File: config.mk
export PLATFORM = sky130hd
export DESIGN_NAME = mimo_stream_and_mcs_select_unit
export DESIGN_NICKNAME = d
export VERILOG_FILES = /design/src/msmcs_pkg.sv /design/src/mimo_stream_and_mcs_select_unit.sv
export VERILOG_INCLUDE_DIRS = /design/src /design/src/src
export SDC_FILE = /design/constraint.sdc
export NUM_CORES = 2
export LEC_CHECK = 0
export BUFFER_PORTS_ARGS = -buffer_cell sky130_fd_sc_hd__buf_2
export CAP_MARGIN = 20
export CORE_ASPECT_RATIO = 0.7
export CORE_MARGIN = 10
export CORE_UTILIZATION = 33
export CTS_CLUSTER_DIAMETER = 30
export DETAILED_ROUTE_END_ITERATION = 8
export PLACE_DENSITY = 0.47
export SYNTH_ARGS = -nofsm -noshare
export SYNTH_HDL_FRONTEND = slang
export SYNTH_SLANG_ARGS = --single-unit
File: constraint.sdc
create_clock -name clk -period 15.66 [get_ports clk]
set_input_delay 2.349 -clock clk [delete_from_list [all_inputs] [get_ports clk]]
set_output_delay 2.349 -clock clk [all_outputs]
set_load 0.02 [all_outputs]
File: src/mimo_stream_and_mcs_select_unit_defines.svh
// Assertion macros for the stream and MCS selector.
`ifndef MIMO_STREAM_AND_MCS_SELECT_UNIT_DEFINES_SVH
`define MIMO_STREAM_AND_MCS_SELECT_UNIT_DEFINES_SVH

// ante true implies cons in the same cycle
`define MSMCS_ASSERT_IMP(label, ante, cons, msg) \
  label: assert property (@(posedge clk) disable iff (rst) (ante) |-> (cons)) \
    else $error(msg);

// cond holds at every edge out of reset
`define MSMCS_ASSERT_ALWAYS(label, cond, msg) \
  label: assert property (@(posedge clk) disable iff (rst) (cond)) \
    else $error(msg);

`endif

File: src/msmcs_pkg.sv
package msmcs_pkg;

  localparam int ANTENNAS = 4;
  localparam int STATES   = 9;

  localparam int InStW   = 4;
  localparam int StW     = $clog2(STATES);
  localparam int FieldW  = 16;
  localparam int RegW    = 64;
  localparam int FieldsPerReg = RegW / FieldW;
  localparam int MulW    = FieldW + $clog2(ANTENNAS + 1);
  localparam int CfgIdxW = 2;

  typedef enum logic [CfgIdxW-1:0] {
    REG_THR_LO,
    REG_THR_HI,
    REG_RATE_LO,
    REG_RATE_HI
  } cfg_reg_t;

  typedef logic [StW-1:0] state_t;

  typedef struct packed {
    logic [InStW-1:0] antenna_state_0;
    logic [InStW-1:0] antenna_state_1;
    logic [InStW-1:0] antenna_state_2;
    logic [InStW-1:0] antenna_state_3;
  } in_word_t;

  typedef struct packed {
    logic [4:0]  mcs_with_streams;
    logic [2:0]  stream_count;
    logic [2:0]  mcs_per_stream;
    logic [17:0] aggregate_rate;
  } out_word_t;

  // 16-bit field of state st from a low/high register pair; state 0 and
  // states without a field read as zero
  function automatic logic [FieldW-1:0] field_of(logic [RegW-1:0] lo,
                                                 logic [RegW-1:0] hi,
                                                 state_t st);
    int idx;
    logic [FieldW-1:0] f;
    f = '0;
    idx = int'(st) - 1;
    if (st != '0 && idx < 2 * FieldsPerReg) begin
      if (idx < FieldsPerReg) begin
        f = lo[FieldW*idx +: FieldW];
      end else begin
        f = hi[FieldW*(idx - FieldsPerReg) +: FieldW];
      end
    end
    return f;
  endfunction

endpackage

File: src/mimo_stream_and_mcs_select_unit.sv
// Channel  | Signals                            | Direction | Word
// states   | states_valid/_ready, states        | in        | four antenna states
// choice   | choice_valid/_ready, choice        | out       | streams, mcs, rate
// cfg      | cfg_we, cfg_index, cfg_data        | in        | 64-bit table write
//
// Five register stages: clamp+sort, threshold compare, raise encode,
// rate products, best-choice select into the output register.
// One word per cycle unless the output stalls; choice_valid comes from the stage-5 valid bit.
// Each stage holds only while the one after it is full and stalled, so
// bubbles collapse and a stalled output still lets earlier stages fill.
// rst clears valid bits and the four table registers.
`include "mimo_stream_and_mcs_select_unit_defines.svh"

module mimo_stream_and_mcs_select_unit (
  input  logic                              clk,
  input  logic                              rst,
  input  logic                              states_valid,
  output logic                              states_ready,
  input  msmcs_pkg::in_word_t               states,
  output logic                              choice_valid,
  input  logic                              choice_ready,
  output msmcs_pkg::out_word_t              choice,
  input  logic                              cfg_we,
  input  logic [msmcs_pkg::CfgIdxW-1:0]     cfg_index,
  input  logic [msmcs_pkg::RegW-1:0]        cfg_data
);
  import msmcs_pkg::*;

  logic [RegW-1:0] thr_lo, thr_hi, rate_lo, rate_hi;

  always_ff @(posedge clk) begin
    if (rst) begin
      thr_lo  <= '0;
      thr_hi  <= '0;
      rate_lo <= '0;
      rate_hi <= '0;
    end else if (cfg_we) begin
      unique case (cfg_reg_t'(cfg_index))
        REG_THR_LO:  thr_lo  <= cfg_data;
        REG_THR_HI:  thr_hi  <= cfg_data;
        REG_RATE_LO: rate_lo <= cfg_data;
        REG_RATE_HI: rate_hi <= cfg_data;
      endcase
    end
  end

  logic v1, v2, v3, v4, v5;
  logic rdy1, rdy2, rdy3, rdy4, rdy5;

  assign rdy5 = !v5 || choice_ready;
  assign rdy4 = !v4 || rdy5;
  assign rdy3 = !v3 || rdy4;
  assign rdy2 = !v2 || rdy3;
  assign rdy1 = !v1 || rdy2;
  assign states_ready = rdy1;

  always_ff @(posedge clk) begin
    if (rst) begin
      v1 <= 1'b0;
      v2 <= 1'b0;
      v3 <= 1'b0;
      v4 <= 1'b0;
      v5 <= 1'b0;
    end else begin
      if (rdy1) v1 <= states_valid;
      if (rdy2) v2 <= v1;
      if (rdy3) v3 <= v2;
      if (rdy4) v4 <= v3;
      if (rdy5) v5 <= v4;
    end
  end

  // stage 1: clamp, zero detect, odd-even transposition sort
  logic [ANTENNAS-1:0][InStW-1:0] raw;
  state_t [ANTENNAS-1:0] srt;
  state_t                tmp;
  logic                  zero_c;

  assign raw = {states.antenna_state_0, states.antenna_state_1,
                states.antenna_state_2, states.antenna_state_3};

  always_comb begin
    zero_c = 1'b1;
    tmp = '0;
    for (int i = 0; i < ANTENNAS; i++) begin
      if (raw[ANTENNAS-1-i] > InStW'(STATES - 1)) begin
        srt[i] = StW'(STATES - 1);
      end else begin
        srt[i] = StW'(raw[ANTENNAS-1-i]);
      end
      if (srt[i] != '0) zero_c = 1'b0;
    end
    for (int p = 0; p < ANTENNAS; p++) begin
      for (int i = p % 2; i + 1 < ANTENNAS; i += 2) begin
        if (srt[i] > srt[i+1]) begin
          tmp = srt[i];
          srt[i] = srt[i+1];
          srt[i+1] = tmp;
        end
      end
    end
  end

  state_t [ANTENNAS-1:0] st1;
  logic                  zero1;

  always_ff @(posedge clk) begin
    if (rdy1) begin
      st1   <= srt;
      zero1 <= zero_c;
    end
  end

  // stage 2: raise candidates, N*thr[s] >= d*thr[cand] for cand > s
  logic [ANTENNAS-1:0][STATES-1:0] ok_c;
  logic [MulW-1:0] lhs;

  always_comb begin
    ok_c = '0;
    lhs = '0;
    for (int i = 1; i < ANTENNAS; i++) begin
      lhs = MulW'(ANTENNAS) * MulW'(field_of(thr_lo, thr_hi, st1[i]));
      for (int c = 1; c < STATES; c++) begin
        ok_c[i][c] = (StW'(c) > st1[i]) &&
          (lhs >= MulW'(ANTENNAS - i) * MulW'(field_of(thr_lo, thr_hi, StW'(c))));
      end
    end
  end

  state_t [ANTENNAS-1:0]          st2;
  logic [ANTENNAS-1:0][STATES-1:0] ok2;
  logic                            zero2;

  always_ff @(posedge clk) begin
    if (rdy2) begin
      st2   <= st1;
      ok2   <= ok_c;
      zero2 <= zero1;
    end
  end

  // stage 3: highest passing candidate, else the antenna's own state
  state_t [ANTENNAS-1:0] x_c;

  always_comb begin
    for (int i = 0; i < ANTENNAS; i++) begin
      x_c[i] = st2[i];
      for (int c = 1; c < STATES; c++) begin
        if (ok2[i][c]) x_c[i] = StW'(c);
      end
    end
  end

  state_t [ANTENNAS-1:0] x3;
  logic                  zero3;

  always_ff @(posedge clk) begin
    if (rdy3) begin
      x3    <= x_c;
      zero3 <= zero2;
    end
  end

  // stage 4: d*rate[x] for d = N-i
  logic [ANTENNAS-1:0][MulW-1:0] prod_c;

  always_comb begin
    for (int i = 0; i < ANTENNAS; i++) begin
      prod_c[i] = MulW'(ANTENNAS - i) * MulW'(field_of(rate_lo, rate_hi, x3[i]));
    end
  end

  state_t [ANTENNAS-1:0]         x4;
  logic [ANTENNAS-1:0][MulW-1:0] prod4;
  logic                          zero4;

  always_ff @(posedge clk) begin
    if (rdy4) begin
      x4    <= x3;
      prod4 <= prod_c;
      zero4 <= zero3;
    end
  end

  // stage 5: largest product, ties keep more streams
  logic [MulW-1:0] best_prod;
  state_t          best_x;
  logic [2:0]      best_d;
  logic [2:0]      mcs;
  out_word_t       choice_next;

  always_comb begin
    best_prod = prod4[0];
    best_x    = x4[0];
    best_d    = 3'(ANTENNAS);
    for (int i = 1; i < ANTENNAS; i++) begin
      if (prod4[i] > best_prod) begin
        best_prod = prod4[i];
        best_x    = x4[i];
        best_d    = 3'(ANTENNAS - i);
      end
    end
    mcs = (best_x == '0) ? 3'd0 : 3'(best_x - StW'(1));
    choice_next.stream_count     = best_d;
    choice_next.mcs_per_stream   = mcs;
    choice_next.mcs_with_streams = 5'(mcs) + (5'(best_d - 3'd1) << 3);
    choice_next.aggregate_rate   = best_prod[17:0];
    if (zero4) begin
      choice_next.stream_count     = 3'd1;
      choice_next.mcs_per_stream   = 3'd0;
      choice_next.mcs_with_streams = 5'd0;
      choice_next.aggregate_rate   = 18'd0;
    end
  end

  always_ff @(posedge clk) begin
    if (rdy5) begin
      choice <= choice_next;
    end
  end

  assign choice_valid = v5;

  `MSMCS_ASSERT_IMP(a_full_when_blocked, !states_ready,
    v1 && v2 && v3 && v4 && choice_valid && !choice_ready,
    "input blocked while pipeline has room")
  `MSMCS_ASSERT_IMP(a_index_packing, choice_valid,
    choice.mcs_with_streams == (5'(choice.mcs_per_stream) + (5'(choice.stream_count) << 3) - 5'd8),
    "combined index disagrees with stream count and mcs")
  `MSMCS_ASSERT_ALWAYS(a_stream_range,
    !choice_valid || (choice.stream_count != 3'd0 && choice.stream_count <= 3'(ANTENNAS)),
    "stream count out of range")

endmodule

---- Word-level counts from Yosys, hierarchy flattened ----
Cells that the tools add are included.
cells by class
  equal/unequal tests ..................... 3
  multiplexer cells ....................... 53
  magnitude comparators ................... 75
  add/subtract/negate cells ............... 17
  reductions and logical operators ........ 60
  $mul .................................... 9
  shift-type cells ........................ 14
operators by type and width
  kind                                                 number
  variable part select 64 x 10 -> 16 bit               7
  variable part select 64 x 9 -> 16 bit                7
  two-way mux 16 bit                                   12
  multiplier 2 x 16 -> 18 bit (first input constant)   9
  >= comparator 18 x 16 -> 1 bit                       8
  >= comparator 18 x 17 -> 1 bit                       8
  >= comparator 18 bit                                 8
  two-way mux 4 bit                                    28
  > comparator 3 x 4 -> 1 bit (first input constant)   12
  two-way mux 8 bit                                    6
  nonzero test 4 bit                                   11
  subtractor 5 x 4 -> 6 bit (second input constant)    7
  two-way mux 18 bit                                   2
  < comparator 5 x 4 -> 1 bit (second input constant)  7
  < comparator 5 bit (second input constant)           7
  subtractor 4 x 1 -> 5 bit (second input constant)    7
  logical AND 1 bit                                    31
  > comparator 2 x 4 -> 1 bit (first input constant)   6
  > comparator 4 bit                                   6
  > comparator 16 x 19 -> 1 bit                        1
  > comparator 17 x 19 -> 1 bit                        1
  > comparator 18 bit                                  1
  > comparator 4 bit (second input constant)           4
  > comparator 1 x 4 -> 1 bit (first input constant)   3
  other kinds (15)                                     32
word-level totals
  bits in registers ....................... 448
  input bits .............................. 87
  logic and storage cells ................. 272

---- Longest topological paths before layout ----
  depth in word-level cells ............... 10
  gate-level depth with buffers ........... 36

---- Worst setup path before layout ----
No wires, ideal clock.
  path type ............................... input-to-reg
  from .................................... input states[1] in the netlist's numbering
  to ...................................... register st1[10] in the netlist's numbering (data pin)
  cell stages on the path ................. 36
  slack ................................... 7.008 ns
  arrival time ............................ 8.378 ns
  path through ............................ nor2b_1 inv_1 ha_1 nor2b_1 o21ai_0 nand2b_1 a21oi_1 a41o_1 clkbuf_1 mux2_2 inv_1 ha_1 nor2b_1 o21ai_0 nand2b_1 a21oi_1 a41o_1 clkbuf_1 mux2i_1 ha_1 nor2b_1 o21ai_0 nand2b_1 a21oi_1 a41o_1 clkbuf_1 mux2_2 inv_1 ha_1 nor2b_1 o21ai_0 nand2b_1 a21oi_1 a41o_1 buf_1 mux2i_1
RTL lines
  what                  RTL line                                text
  start, declared       mimo_stream_and_mcs_select_unit.sv:19   input msmcs_pkg::in_word_t states,
  end signal, assigned  mimo_stream_and_mcs_select_unit.sv:109  st1 <= srt;
  end, declared         mimo_stream_and_mcs_select_unit.sv:104  state_t [ANTENNAS-1:0] st1;

---- Worst setup path in the final report ----
  from .................................... register prod4[36] in the netlist's numbering
  to ...................................... register choice[25] in the netlist's numbering (data pin)
between the ends
  longest elaborated chain between the ends .. 9
ends and longest elaborated chain
  what                                                                   RTL line                                text
  start, declared                                                        mimo_stream_and_mcs_select_unit.sv:174  logic [ANTENNAS-1:0][MulW-1:0] prod4;
  start signal, assigned                                                 mimo_stream_and_mcs_select_unit.sv:180  prod4 <= prod_c;
  > comparator 18 bit                                                    mimo_stream_and_mcs_select_unit.sv:197  if (prod4[i] > best_prod) begin
  two-way mux 18 bit                                                     mimo_stream_and_mcs_select_unit.sv:197
  > comparator 17 x 19 -> 1 bit                                          mimo_stream_and_mcs_select_unit.sv:197
  two-way mux 18 bit                                                     mimo_stream_and_mcs_select_unit.sv:197
  > comparator 16 x 19 -> 1 bit                                          mimo_stream_and_mcs_select_unit.sv:197
  two-way mux 4 bit (*)                                                  mimo_stream_and_mcs_select_unit.sv:197
  subtractor 3 x 1 -> 3 bit / logical NOT 4 bit (equally long branches)  mimo_stream_and_mcs_select_unit.sv:203  mcs = (best_x == '0) ? 3'd0 : 3'(best_x - StW'(1));
  two-way mux 3 bit (*)                                                  mimo_stream_and_mcs_select_unit.sv:203
  adder 3 x 5 -> 5 bit (*)                                               mimo_stream_and_mcs_select_unit.sv:206  choice_next.mcs_with_streams = 5'(mcs) + (5'(best_d - 3'd1) << 3);
  end signal, assigned                                                   mimo_stream_and_mcs_select_unit.sv:218  choice <= choice_next;
  end, declared                                                          mimo_stream_and_mcs_select_unit.sv:22   output msmcs_pkg::out_word_t choice,
Mark *: on every way between the ends. The rest lies on a longest branch, timed or not.
A chain may end at the register's enable or synchronous reset.

==> results.yml <==
placement:
  place_hpwl_um: 119000
  place.gp.congestion: 0.922
  dp_slack_ns: 6.66
  io_buffers: 117
setup_path:
  critPathRequiredTime_ns: 16.08
  worst_setup_path_start_kind: "flip-flop"
  critical_path.max_fanout: 36
  rr_worst_depth: 32
  cpMostUsedCell: "ha_1"
  arrival_ns: 9.52
  critPathMaxStageDelay_ns: 0.75
  worstSetupPathType: "flip-flop to flip-flop"
  worstSetupEndpointType: "flip-flop"
  critical-path-slowest-cell: "or2_1"
yosys:
  yosys.area.top_type: "ha_1"
  syn-num-nets: 4998
  yosysMostFrequentCell: "nand2_1"
  ys_seq_area_share_pct: 27.3
  ys_seq_elements: 445
  synth_edf_count: 184
  synth_cells: 4307
  synth_flop_cell: "dfxtp_1"
  synth_area_leaders: "ha_1, edfxtp_1, dfxtp_1"
  syn-cell-area_um2: 39400
  synth_async_sr_flop_share_pct: 0
  postSynthAreaPerCell_um2: 9.14
  synth_common_cells: "nand2_1, ha_1, a21oi_1"
  synth_top_area_share_pct: 18.9
  yosysWarningCount: 7
  yosysUniqueCellTypes: 72
clocking:
  numCtsBuffers: 93
  cts.sinks: 445
  cts_buffer_depth: 3
  root_buffer: "clkbuf_16"
  clkLatencyLatePin_ns: 0.69
  ctsHoldBuffers: 0
  cts_tree: "done"
  cts_resized: 0
  clk_pin_slew_ns: 0.05
  htreeDepth: 3
  post_cts_buffers: 0
floorplanning:
  rows: 105
  core_area_um2: 118000
  initial_core_util_pct: 33.4
  die_h_um: 309
  dieWidth_um: 433
  fp.dieArea_um2: 134000
  num_io_pins: 118
timing:
  setup_violations: 0
  period_share_pct: 58.1
  final-hold-violation-count: 0
  slew_headroom_pct: 17.9
  final-max-slew-violation-count: 0
  timing.fmax_ghz: 0.110
  finalCriticalPeriod_ns: 9.10
  finalClockSkew_ns: 0.0204
  rsz0062_at_grt: "no"
  tns_ns: 0
  fin_ws_ns: 6.56
  timing_worst_slew_pin_value_ns: 1.20
finish:
  seqCellArea_um2: 10800
  drive_gt1_share_pct: 14.8
  area_growth_pct: 15.1
  final_nets: 5089
  n_fill_cell: 11700
  multi_input_area_um2: 27000
grt:
  grt_max_degree: 98
  first_global_vias: 31700
  antenna_found_initial: 16
  grt_usage_pct: 22.8
  grt_pass1_wl_um: 227000
  grt_remaining_overflow: 0
pwr:
  power_density_nw_per_um2: 225
  vdd_drop_max_uv: 212
  total_power_mw: 10.2
  p_leak_nw: 18.7
routing:
  wirelength_um: 156000
  vias: 34400
  antenna_left: 0
  first_pass_iters: 5
  drc_errors: 0
  viasPerCell: 5.70
  dr.first_iter.drc_count: 3645
  wl_per_cell_um: 25.9
job:
  cap_violations: 0
status:
  outcome: "completed"
worst_hold_path:
  hold_depth: 0
  hp-class: "flip-flop to flip-flop"
## sequential cells by signal, indices dropped and copies added (netlist names), 16 cells and up
name / flops
rate_hi: 64
st2: 16
st1: 16
x3: 16
rate_lo: 64
x4: 16
choice: 26
prod4: 66
thr_lo: 64
ok2: 24
thr_hi: 64
## area by class of cell
cell class                      count  share of cell area (%)
Antenna cell                        2                  0.0111
Clock buffer                      101                    5.36
Tap cell                         1551                    4.28
Clock inverter                     75                    2.17
Inverter                          253                    2.10
Sequential cell                   445                    23.7
Multi-Input combinational cell   3398                    59.5
Timing Repair Buffer              207                    2.80
## cell families (layout without fill, tap and decap cells)
logic type,count (synthesis),after routing,share of synthesized area (%)
AND/OR/NAND/NOR,1229,1229,13.8
AO/OA/AOI/OAI,1163,1163,18.2
adder cells (fa/ha/maj),604,604,19.4
buffers and inverters,464,636,4.48
flip-flops,445,445,27.3
multiplexers,269,269,13.9
XOR/XNOR,133,133,2.96
other,0,2,0
## cells in the final DEF (no fill, tap or decap), types with 48 or more instances in the layout
cell type,count
o21a_1,51
nor2_1,228
buf_4,88
o21ai_0,126
nor2b_1,49
nand2_1,637
ha_1,595
xor2_1,51
clkbuf_16,94
a21oi_1,573
xnor2_1,82
buf_2,117
a22oi_1,48
a21o_1,100
nor3_1,80
mux4_2,220
inv_1,253
edfxtp_1,184
dfxtp_1,261
## worst paths after layout
path / end / startpoint / slack (ns)
hold / removal: x3[0] / st2[0] / 0.42
setup / recovery: choice[25] / prod4[36] / 6.56
hold reg to reg: x3[0] / st2[0] / 0.42
setup reg to reg: choice[25] / prod4[36] / 6.56
## critical path, delay by kind of cell, from the launching register on
kind,cells,cell delay [ns]
buffers and inverters,2,0.78
flip-flops,1,0.42
AND/OR/NAND/NOR,13,3.44
adder cells (fa/ha/maj),4,1.21
AO/OA/AOI/OAI,13,2.95
## report_power, final
group	switching, mW	internal [mW]	total (mW)
clock	0.761	1.41	2.17
combinational	4.11	2.24	6.34
sequential	0.179	1.50	1.68
## layer usage
metal / track usage (%) / wire (µm) / vias to the layer above
li1: - / - / 16200
met4: 4.73 / 3140 / 14
met1: 36.1 / 79200 / 16600
met3: 7.59 / 16600 / 191
met5: 0 / 74 / -
met2: 28.8 / 57200 / 1449
## stage by stage
step | utilization [%] | cells | cell area, µm² | hold WS (ns)
after floorplan | - | 4307 | 39400 | 0.400
after global placement | 35.5 | 5852 | 41900 | 0.405
after detailed placement | 35.5 | 5852 | 41900 | 0.409
after CTS | 38.4 | 6028 | 45300 | 0.419
after global routing | 38.4 | 6031 | 45300 | 0.430
final | 38.4 | 6032 | 45300 | 0.419
Note: power is estimated with default switching activity, not from simulation.
